File: src/design/bba_pkg.sv
`timescale 1ns / 1ps

package bba_pkg;

   // Store geometry
   localparam int GROUPS     = 8;
   localparam int BPG_MAX    = 1024;
   localparam int REPORT_MAX = 16;
   localparam int STORE_MAX  = GROUPS * BPG_MAX;

   // Bitmap memory organization: one row holds WORD_W block bits
   localparam int WORD_W = 32;
   localparam int BIT_W  = $clog2(WORD_W);
   localparam int POS_W  = $clog2(BPG_MAX);
   localparam int WSEL_W = POS_W - BIT_W;
   localparam int GRP_W  = $clog2(GROUPS);
   localparam int ROW_AW = GRP_W + WSEL_W;
   localparam int ROWS   = STORE_MAX / WORD_W;

   // Field and register widths
   localparam int FUNC_W     = 2;
   localparam int BLK_W      = 14;
   localparam int WANT_W     = 5;
   localparam int STATUS_W   = 2;
   localparam int BPG_W      = 11;
   localparam int GCNT_W     = 4;
   localparam int CSR_DATA_W = 11;
   localparam int CSR_IDX_W  = 1;
   localparam int GFREE_W    = 11;
   localparam int SFREE_W    = 14;
   localparam int REM_W      = 13;
   localparam int LIM_W      = BPG_W + GCNT_W;

   typedef logic [FUNC_W-1:0]    func_type;
   typedef logic [STATUS_W-1:0]  status_type;
   typedef logic [CSR_IDX_W-1:0] csr_idx_type;

   localparam func_type FUNC_SEARCH = 2'd0;
   localparam func_type FUNC_ALLOC  = 2'd1;
   localparam func_type FUNC_FREE   = 2'd2;
   localparam func_type FUNC_RSVD   = 2'd3;

   localparam status_type ST_OK    = 2'd0;
   localparam status_type ST_NONE  = 2'd1;
   localparam status_type ST_RANGE = 2'd2;

   localparam csr_idx_type CSR_BPG    = 1'd0;
   localparam csr_idx_type CSR_GROUPS = 1'd1;

   // Controller to datapath
   typedef struct packed {
      logic load;
      logic start;
      logic div_step;
      logic mem_rd;
      logic mem_wr;
      logic word_load;
      logic take_bit;
      logic next_word;
      logic push_final;
      logic push_resp;
   } cmd_type;

   // Datapath to controller
   typedef struct packed {
      logic is_search;
      logic bad;
      logic div_done;
      logic word_empty;
      logic last_word;
      logic last_group;
      logic reached_want;
      logic out_free;
      logic pend_valid;
   } sts_type;

endpackage

File: src/design/bba_ctrl.sv
`timescale 1ns / 1ps

module bba_ctrl (
   input  logic             clock,
   input  logic             reset,
   input  logic             req_valid,
   output logic             req_ready,
   output bba_pkg::cmd_type cmd,
   input  bba_pkg::sts_type sts
);

   localparam logic [3:0] S_IDLE   = 4'd0;
   localparam logic [3:0] S_CHECK  = 4'd1;
   localparam logic [3:0] S_DIV    = 4'd2;
   localparam logic [3:0] S_MREAD  = 4'd3;
   localparam logic [3:0] S_MWRITE = 4'd4;
   localparam logic [3:0] S_RESP   = 4'd5;
   localparam logic [3:0] S_SREAD  = 4'd6;
   localparam logic [3:0] S_SWORD  = 4'd7;
   localparam logic [3:0] S_SBITS  = 4'd8;
   localparam logic [3:0] S_SEND   = 4'd9;

   logic [3:0] state_ff;
   logic [3:0] state_in;

   always_ff @(posedge clock) begin
      if (reset) begin
         state_ff <= S_IDLE;
      end else begin
         state_ff <= state_in;
      end
   end

   always_comb begin
      state_in  = state_ff;
      cmd       = '0;
      req_ready = 1'b0;
      case (state_ff)
         S_IDLE: begin
            req_ready = 1'b1;
            if (req_valid) begin
               cmd.load = 1'b1;
               state_in = S_CHECK;
            end
         end
         S_CHECK: begin
            cmd.start = 1'b1;
            if (sts.is_search) begin
               state_in = S_SREAD;
            end else if (sts.bad) begin
               state_in = S_RESP;
            end else begin
               state_in = S_DIV;
            end
         end
         S_DIV: begin
            if (sts.div_done) begin
               state_in = S_MREAD;
            end else begin
               cmd.div_step = 1'b1;
            end
         end
         S_MREAD: begin
            cmd.mem_rd = 1'b1;
            state_in   = S_MWRITE;
         end
         S_MWRITE: begin
            cmd.mem_wr = 1'b1;
            state_in   = S_RESP;
         end
         S_RESP: begin
            if (sts.out_free) begin
               cmd.push_resp = 1'b1;
               state_in      = S_IDLE;
            end
         end
         S_SREAD: begin
            cmd.mem_rd = 1'b1;
            state_in   = S_SWORD;
         end
         S_SWORD: begin
            cmd.word_load = 1'b1;
            state_in      = S_SBITS;
         end
         S_SBITS: begin
            if (sts.word_empty) begin
               if (sts.last_word && sts.last_group) begin
                  state_in = S_SEND;
               end else begin
                  cmd.next_word = 1'b1;
                  state_in      = S_SREAD;
               end
            end else if (!sts.pend_valid || sts.out_free) begin
               cmd.take_bit = 1'b1;
               if (sts.reached_want) begin
                  state_in = S_SEND;
               end
            end
         end
         S_SEND: begin
            if (sts.out_free) begin
               cmd.push_final = 1'b1;
               state_in       = S_IDLE;
            end
         end
         default: begin
            state_in = S_IDLE;
         end
      endcase
   end

endmodule

File: config.mk
export PLATFORM = sky130hd
export DESIGN_NAME = bba_ctrl
export DESIGN_NICKNAME = d
export VERILOG_FILES = /design/src/design/bba_pkg.sv /design/src/design/bba_ctrl.sv
export SDC_FILE = /design/constraint.sdc
export NUM_CORES = 1
export LEC_CHECK = 0
export BUFFER_PORTS_ARGS = -buffer_cell sky130_fd_sc_hd__buf_4
export CORE_AREA = 2 2 39 41
export CTS_CLUSTER_DIAMETER = 80
export DETAILED_ROUTE_END_ITERATION = 10
export DIE_AREA = 0 0 41 43
export SKIP_LAST_GASP = 1
export SLEW_MARGIN = 30
export SYNTH_ARGS = -nofsm -noshare
export SYNTH_HDL_FRONTEND = slang
export SYNTH_SLANG_ARGS = --single-unit
File: constraint.sdc
create_clock -name clock -period 1.65 [get_ports clock]
set_input_delay 0.0825 -clock clock [delete_from_list [all_inputs] [get_ports clock]]
set_output_delay 0.0825 -clock clock [all_outputs]
set_load 0.005 [all_outputs]
==> results.cfg, run 1 <==
[setup_path]
r2r_start = state_ff[1]$_SDFFE_PP0P_
path_class = reg -> out
rr_worst_depth = 4
start_kind = flip-flop
required_ns = 1.57
startpoint = state_ff[1]$_SDFFE_PP0P_
cp.arrival_ns = 1.49
crit_fanout = 4
r2r_setup_slack_ns = 0.10
crit_path_end_kind = output pin
rr_endpoint = state_ff[2]$_SDFFE_PP0P_

[worst_hold_path]
hp-class = in -> reg
holdPathEnd = state_ff[3]$_SDFFE_PP0P_
min_path_cells = 2
worstHoldStart = reset

[clock_network]
cts_buffers = 3
cts-htree-levels = 1
clockBufferDepth = 2
postCtsSetupRepairBufs = 0
postCtsResizedCells = 0
clkTransAtPathRegs_ns = 0.04
postCtsHoldBufs = 0
root_buffer = clkbuf_4
cts_tree = built
cts.sinks = 4
worst_skew_pair.late_latency_ns = 0.23

[sta]
finalSetupTns_ns = 0
drv_slew = 0
fmax_ghz = 0.6341
hold_viol = 0
clock_skew_ns = 0.001004
post-route-period-util_pct = 95.58
slew_headroom_pct = 79.66
rsz0062_at_grt = false
setup_viol = 0
tightest_slew_ns = 0.3023
layout_min_cycle_time_ns = 1.577

[yosys]
yosysTopAreaCell = dfxtp_1
netlist_area_um2 = 411.6
synth_ff_type = dfxtp_1
netlist_instances = 56
synth_area_per_cell_um2 = 7.351
synth-seq-area-share_pct = 19.45
synthDistinctLibCells = 28
synth_fa_ha_area_share_pct = 0
synth.top_cell.area_share_pct = 19.45
synth_top_family_by_area = simple AND/OR/NAND/NOR gates
synth_edf_count = 0
syn-num-nets = 68
synthMuxAreaShare_pct = 2.432
synth_area_leaders = dfxtp_1 (19%), a21oi_1 (9.7%), nor2_1 (7.3%)
async_flop_share_pct = 0
yosys_warnings = 0
synthSimpleGateAreaFrac_pct = 47.11
synth_compound_area_share_pct = 21.28
synth_xor_area_share_pct = 4.255
synth-seq-cells = 4

[placement]
io_buffers = 22
gp_congestion = 0.7617
dp_hpwl_um = 879.7

[floorplanning]
die_area_um2 = 1763
start_util_pct = 29.75
rows = 14
ios = 23
die_x_um = 41
core_um2 = 1384
dieHeight_um = 43

[finish]
final_cell_mix = buf_4 (26), nor2_1 (8), a21oi_1 (8), dfxtp_1 (4)
nets = 95
final_common_cell = buf_4
diodes = 0
reg_top3 = state_ff x4
syn2layout_area_growth_pct = 54.10
fillCellCount = 143
post_route_cells_drive_above_1_share_pct = 41.98
largest_reg_flops = 4
top_register = state_ff

[drt]
route.detailed.drc = 0
via_per_inst = 5.082
wl_met2_um = 505
routed_wl_um = 1113
drt-pass1-iter-count = 4
ant_nets = 0
drt-met1-wl_um = 513
maxUsedRoutingLayer = met4
vias = 493
route.met3.wl_um = 78
dr.first_iter.drc_count = 4
wl_per_cell_um = 11.47

[global_route]
grt_pass1_wl_um = 1683
grt_pass1_vias = 437
grt_antenna_before_repair = 0
overflow = 0
grt_max_degree = 13
track_usage_pct = 13.67

[pwr]
power_mw = 0.9684
ir_worst_vdd_mv = 0.5897
p_leak_nw = 0.3026
power_density_nw_per_um2 = 1527

[job]
drv_cap = 0

[status]
status = complete, no violations
logic make-up (layout without fill, tap and decap cells):
| logic type | after synthesis | after routing |
|---|---|---|
| AO/OA/AOI/OAI | 13 | 13 |
| XOR/XNOR | 2 | 2 |
| buffers and inverters | 6 | 31 |
| flip-flops | 4 | 4 |
| multiplexers | 1 | 1 |
| AND/OR/NAND/NOR | 30 | 30 |
area by class of cell:
| cell class | instances | area, um^2 | area share, % |
|---|---|---|---|
| multi-input combinational | 46 | 309.0 | 48.72 |
| inverter | 2 | 7.507 | 1.183 |
| clock buffer | 3 | 22.52 | 3.550 |
| tap | 16 | 20.02 | 3.156 |
| timing repair buffer | 26 | 195.2 | 30.77 |
| sequential | 4 | 80.08 | 12.62 |
power by group:
group          total [mW]  internal [mW]  leakage [nW]  switching (mW)
clock               0.119         0.0812        0.0138          0.0375
sequential          0.156          0.137        0.0330          0.0195
combinational       0.693          0.348         0.256           0.345
stage by stage:
stage	std cells	util (%)	hold slack [ns]	setup slack (ns)	cell area [um^2]
floorplan	56	-	0.1471	0.1141	411.6
global placement	94	44.21	0.2821	0.08602	611.8
detailed placement	94	44.21	0.2796	0.05818	611.8
CTS	97	45.84	0.02948	0.04878	634.4
global route	97	45.84	0.04253	0.01709	634.4
finish	97	45.84	0.03769	0.07293	634.4
Yosys cell counts (2+ instances only):
master,instances
a21oi_1,8
nor2_1,8
clkbuf_1,4
dfxtp_1,4
nor2b_1,3
a211oi_2,2
and3_1,2
inv_1,2
nand2_1,2
nand2b_1,2
nor3b_1,2
layer usage:
metal,vias up,track usage [%]
met3,2,1.571
met5,-,0
li1,255,-
met1,221,17.10
met2,15,21.56
met4,0,7.333
worst max path at each step:
| stage | endpoint | slack [ns] | cells after the start |
|---|---|---|---|
| final | cmd[2] | 0.07 | 3 |
| after global routing | cmd[2] | 0.02 | 3 |
| after CTS | state_ff[2]$_SDFFE_PP0P_ | 0.05 | 4 |
| after detailed placement | state_ff[2]$_SDFFE_PP0P_ | 0.06 | 4 |
| after global placement | state_ff[2]$_SDFFE_PP0P_ | 0.09 | 4 |
| after floorplan | state_ff[2]$_SDFFE_PP0P_ | 0.11 | 4 |
worst max-delay path, cell delays in order (launching register included):
cell and delay [ns]:
dfxtp_1 0.30, or4b_4 0.56, nor3b_2 0.25, buf_4 0.15
(Power assumes the default switching activity.)
==> inputs of run 2 (changes only) <==
==> constraint.sdc (replaced) <==
create_clock -name clock -period 1.3 [get_ports clock]
set_input_delay 0.065 -clock clock [delete_from_list [all_inputs] [get_ports clock]]
set_output_delay 0.065 -clock clock [all_outputs]
set_load 0.005 [all_outputs]
==> run 2 against run 1 <==
Compared with the run above:
- via count increased by 6.5%
- critical path depth rose by 1
- sequential share of layout area shrank 1.8 points
- final cell count grew 9.3%
- worst setup slack worse by 0.37 ns
- total power rose by 57%
- combinational power up 69%
- count of clock-buffer cells in the layout unchanged
- clock power increased by 26%
- wire length is 12% higher
- die area unchanged
- the run now ends with negative setup slack left
- final area is 20% higher
==> results.cfg, run 2 (synthesis gave the netlist of run 1 again) <==
[drt]
wl_per_cell_um = 11.75
routed_wl_um = 1246
drt-pass1-iter-count = 4
ant_nets = 0
via_per_inst = 4.953
vias = 525
route.detailed.drc = 0
dr.first_iter.drc_count = 19

[floorplanning]
rows = 14
die_x_um = 41
dieHeight_um = 43
ios = 23
core_um2 = 1384
start_util_pct = 29.75
die_area_um2 = 1763

[finish]
diodes = 0
final_util_pct = 54.88
syn2layout_area_growth_pct = 84.50
nets = 104
fin_cells = 106
post_route_cells_drive_above_1_share_pct = 57.78
final_cell_mix = buf_4 (31), nor2_1 (8), a21oi_1 (7), buf_6 (4), clkbuf_4 (3)
final_common_cell = buf_4
largest_reg_flops = 4
top_register = state_ff
fillCellCount = 133
reg_top3 = state_ff x4

[sta]
setup_viol = 10
post-route-period-util_pct = 122.7
drv_slew = 0
finalSetupTns_ns = -1.848
rsz0062_at_grt = true
fmax_ghz = 0.6271
layout_min_cycle_time_ns = 1.595
tightest_slew_ns = 0.2643
fin_ws_ns = -0.2947
holdWs_ns = 0.02853
hold_viol = 0
slew_headroom_pct = 82.34
clock_skew_ns = 0.003687

[clock_network]
cts.sinks = 4
cts-htree-levels = 1
clockBufferDepth = 2
clkTransAtPathRegs_ns = 0.04
cts_buffers = 3
cts_tree = built
postCtsHoldBufs = 0
root_buffer = clkbuf_4
worst_skew_pair.late_latency_ns = 0.23

[global_route]
grt_max_degree = 13
top_usage_layer = met2
grt_use_met2_pct = 27.50
use_met1_pct = 16.72
track_usage_pct = 14.76
grt_pass1_wl_um = 1849
grt_pass1_vias = 462
grt_use_met3_pct = 0.5236
grt_antenna_before_repair = 0
overflow = 0

[setup_path]
required_ns = 1.24
slowest_delay_ns = 0.54
crit_fanout = 3
crit_chain = or4b_4 -> nor3b_2 -> buf_4 -> buf_6
crit_path_end_kind = output pin
start_kind = flip-flop
path_class = reg -> out
slowest_stage = or4b_4
cp_top_family = simple AND/OR/NAND/NOR gates
cp.arrival_ns = 1.53
worst-path-buf-inv = 2

[status]
status = finished, violations left
violations = negative setup slack

[placement]
dp_hpwl_um = 920.5
gp_congestion = 0.7768
io_buffers = 22
dpl.cell_count = 98

[pwr]
ir_worst_vdd_mv = 1.005
internal_power_mw = 0.9272
switchingPower_mw = 0.5979
power_frac_seq_pct = 13.6
p_sw_share_pct = 39.20
power_density_nw_per_um2 = 2008
clock_power_share_pct = 9.9
share_comb_of_total_power_pct = 76.6
power_mw = 1.525
p_leak_nw = 0.3587

[worst_hold_path]
hp-class = in -> reg

[job]
drv_cap = 0
-- run 2: final cells by class --
class	count	area, um^2	area share, %
well taps	16	20.02	2.636
repair buffers	35	277.8	36.57
clock buffers	3	22.52	2.965
flip-flops and latches	4	82.58	10.87
multi-input cells	46	349.1	45.96
inverters	2	7.507	0.9885
-- run 2: path summary, 6_finish.rpt --
kind                                               start                       end  slack (ns)  depth (start not counted)
worst min-delay path                               reset  state_ff[3]$_SDFFE_PP0P_        0.03                          2
worst max register to register  state_ff[1]$_SDFFE_PP0P_  state_ff[2]$_SDFFE_PP0P_       -0.26                          4
worst min register to register  state_ff[2]$_SDFFE_PP0P_  state_ff[2]$_SDFFE_PP0P_        0.73                          3
worst max-delay path            state_ff[1]$_SDFFE_PP0P_                    cmd[2]       -0.29                          4
-- run 2: per-layer routing --
metal / vias to the layer above / wire length, um
li1: 272 / -
met1: 237 / 521
met2: 16 / 644
met3: 0 / 80
met4: 0 / 0
met5: - / 0
-- run 2: repair_timing --
action                                 in CTS  in global routing
setup buffers                               1                  4
resized for setup                           9                  6
endpoints found under the hold margin       0                  0
setup endpoints to repair                   9                 10
pin swaps                                   2                  1
-- run 2: power groups by stage --
stage          clock network [mW]  registers, mW  logic [mW]
2_1_floorplan                   0          0.201       0.564
3_3_place_gp                    0          0.199       0.940
3_5_place_dp                    0          0.198       0.957
4_1_cts                     0.152          0.203        1.06
5_1_grt                     0.161          0.210        1.29
6_report                    0.150          0.207        1.17
-- run 2: through the flow --
stage | cell area [um^2] | worst slack (ns)
6_report | 759.5 | -0.2947
2_1_floorplan | 412.9 | -0.1938
3_5_place_dp | 641.9 | -0.2603
5_1_grt | 759.5 | -0.3387
3_3_place_gp | 641.9 | -0.2076
4_1_cts | 708.2 | -0.2771
==> inputs of run 3 (changes only) <==
--- a/config.mk
+++ b/config.mk
@@ -5,7 +5,9 @@
 export SDC_FILE = /design/constraint.sdc
 export NUM_CORES = 1
 export LEC_CHECK = 0
+export ABC_CLOCK_PERIOD_IN_PS = 1700
 export BUFFER_PORTS_ARGS = -buffer_cell sky130_fd_sc_hd__buf_4
+export CAP_MARGIN = 20
 export CORE_AREA = 2 2 39 41
 export CTS_CLUSTER_DIAMETER = 80
 export DETAILED_ROUTE_END_ITERATION = 10
==> constraint.sdc (replaced) <==
create_clock -name clock -period 1.7 [get_ports clock]
set_input_delay 0.085 -clock clock [delete_from_list [all_inputs] [get_ports clock]]
set_output_delay 0.085 -clock clock [all_outputs]
set_load 0.005 [all_outputs]
==> run 3 against run 2 <==
Compared with the run above:
- via count is 7.2% lower
- sequential share of layout area increased by 1.8 points
- worst setup slack better by 0.40 ns
- sequential power down 27%
- total power down 38%
- critical endpoint is now state_ff[2]$_SDFFE_PP0P_
- register-to-register slack improved by 0.36 ns
- the run now ends clean
- largest power group unchanged
- clock skew shrank 0.0027 ns
- clock power is 23% lower
- sequential cell count is the same
- first-iteration DRC count shrank 79%
- hold slack improved by 0.012 ns
==> results.cfg, run 3 (synthesis gave the netlist of run 1 again) <==
[status]
status = complete, no violations

[global_route]
use_met1_pct = 17.10
grt_use_met2_pct = 21.56
top_usage_layer = met2
track_usage_pct = 13.67
grt_pass1_wl_um = 1683
grt_use_met3_pct = 1.571
grt_pass1_vias = 437
overflow = 0
grt_antenna_before_repair = 0
grt_max_degree = 13

[floorplanning]
rows = 14
core_um2 = 1384
start_util_pct = 29.75
die_area_um2 = 1763
die_x_um = 41
ios = 23
dieHeight_um = 43

[setup_path]
worst-path-buf-inv = 0
slowest_delay_ns = 0.56
crit_path_end_kind = flip-flop
required_ns = 1.86
path_class = reg -> reg
slowest_stage = or4b_4
crit_chain = or4b_4 -> a211o_1 -> and2_4 -> a211oi_2
start_kind = flip-flop
cp_top_family = simple AND/OR/NAND/NOR gates
cp.arrival_ns = 1.75
crit_fanout = 4

[sta]
clock_skew_ns = 0.001004
rsz0062_at_grt = false
post-route-period-util_pct = 93.85
tightest_slew_ns = 0.3023
drv_slew = 0
slew_headroom_pct = 79.66
hold_viol = 0
setup_viol = 0
layout_min_cycle_time_ns = 1.595
finalSetupTns_ns = 0
fmax_ghz = 0.6268

[clock_network]
cts_tree = built
clockBufferDepth = 2
worst_skew_pair.late_latency_ns = 0.23
postCtsSetupRepairBufs = 0
root_buffer = clkbuf_4
clkTransAtPathRegs_ns = 0.04
postCtsResizedCells = 0
cts.sinks = 4
cts-htree-levels = 1
postCtsHoldBufs = 0
cts_buffers = 3

[finish]
top_register = state_ff
nets = 95
fillCellCount = 143
diodes = 0
largest_reg_flops = 4
multi_input_area_um2 = 309.0
final_cell_mix = buf_4 (26), nor2_1 (8), a21oi_1 (8), dfxtp_1 (4)
register_area_um2 = 80.08
fin_cells = 97
reg_top3 = state_ff x4
post_route_cells_drive_above_1_share_pct = 41.98
final_common_cell = buf_4
syn2layout_area_growth_pct = 54.10

[placement]
gp_congestion = 0.7618
dp_hpwl_um = 879.7
io_buffers = 22
dpl.cell_count = 94

[worst_hold_path]
hp-class = in -> reg

[drt]
route.detailed.drc = 0
routed_wl_um = 1107
dr.first_iter.drc_count = 4
vias = 487
drt-pass1-iter-count = 2
ant_nets = 0
via_per_inst = 5.021
wl_per_cell_um = 11.41

[pwr]
internal_power_mw = 0.5498
power_frac_seq_pct = 16.2
p_leak_nw = 0.3021
switchingPower_mw = 0.3887
ir_worst_vdd_mv = 0.5713
power_density_nw_per_um2 = 1479
share_comb_of_total_power_pct = 71.5
clock_power_share_pct = 12.3
p_sw_share_pct = 41.41

[job]
drv_cap = 0
## run 3: cell types whose count changed in the layout (fill, tap and decap cells not counted), sizes merged
| cell | before | now |
|---|---|---|
| buf | 35 | 26 |
## run 3: worst reg2reg max path: stages, from the launching register on
cell and delay (ns):
dfxtp_1 0.30, or4b_4 0.56, a211o_1 0.34, and2_4 0.16, a211oi_2 0.16
## run 3: area by class of cell
class	count	share of cell area, %
Clock buffer	3	3.550
Timing Repair Buffer	26	30.77
Inverter	2	1.183
Sequential cell	4	12.62
Multi-Input combinational cell	46	48.72
Tap cell	16	3.156
## run 3: routing by layer
layer / part of all wire, % / routed length, um
met5: 0 / 0
met2: 45 / 503
met3: 7.0 / 78
met1: 46 / 508
met4: 1.5 / 17
## run 3: final timing paths
check                           start                        to  slack [ns]  depth (start not counted)
min                             reset  state_ff[3]$_SDFFE_PP0P_        0.04                          2
max          state_ff[1]$_SDFFE_PP0P_  state_ff[2]$_SDFFE_PP0P_        0.10                          4
min reg2reg  state_ff[2]$_SDFFE_PP0P_  state_ff[1]$_SDFFE_PP0P_        0.73                          4
max reg2reg  state_ff[1]$_SDFFE_PP0P_  state_ff[2]$_SDFFE_PP0P_        0.10                          4
## run 3: power by group through the flow
stage          combinational, mW  sequential, mW  clock, mW
3_3_place_gp               0.666           0.152          0
4_1_cts                    0.677           0.151      0.123
5_1_grt                    0.752           0.155      0.123
2_1_floorplan              0.429           0.154          0
3_5_place_dp               0.677           0.152          0
6_report                   0.671           0.152      0.115
## run 3: through the flow
stage | worst slack [ns] | util [%] | cell area, um^2 | power [mW] | hold slack (ns)
2_1_floorplan | 0.1641 | - | 411.6 | 0.5826 | 0.1496
3_3_place_gp | 0.1360 | 44.21 | 611.8 | 0.8183 | 0.2846
3_5_place_dp | 0.1082 | 44.21 | 611.8 | 0.8289 | 0.2821
4_1_cts | 0.09878 | 45.84 | 634.4 | 0.9511 | 0.03198
5_1_grt | 0.03273 | 45.84 | 634.4 | 1.030 | 0.04503
6_report | 0.1045 | 45.84 | 634.4 | 0.9385 | 0.04017
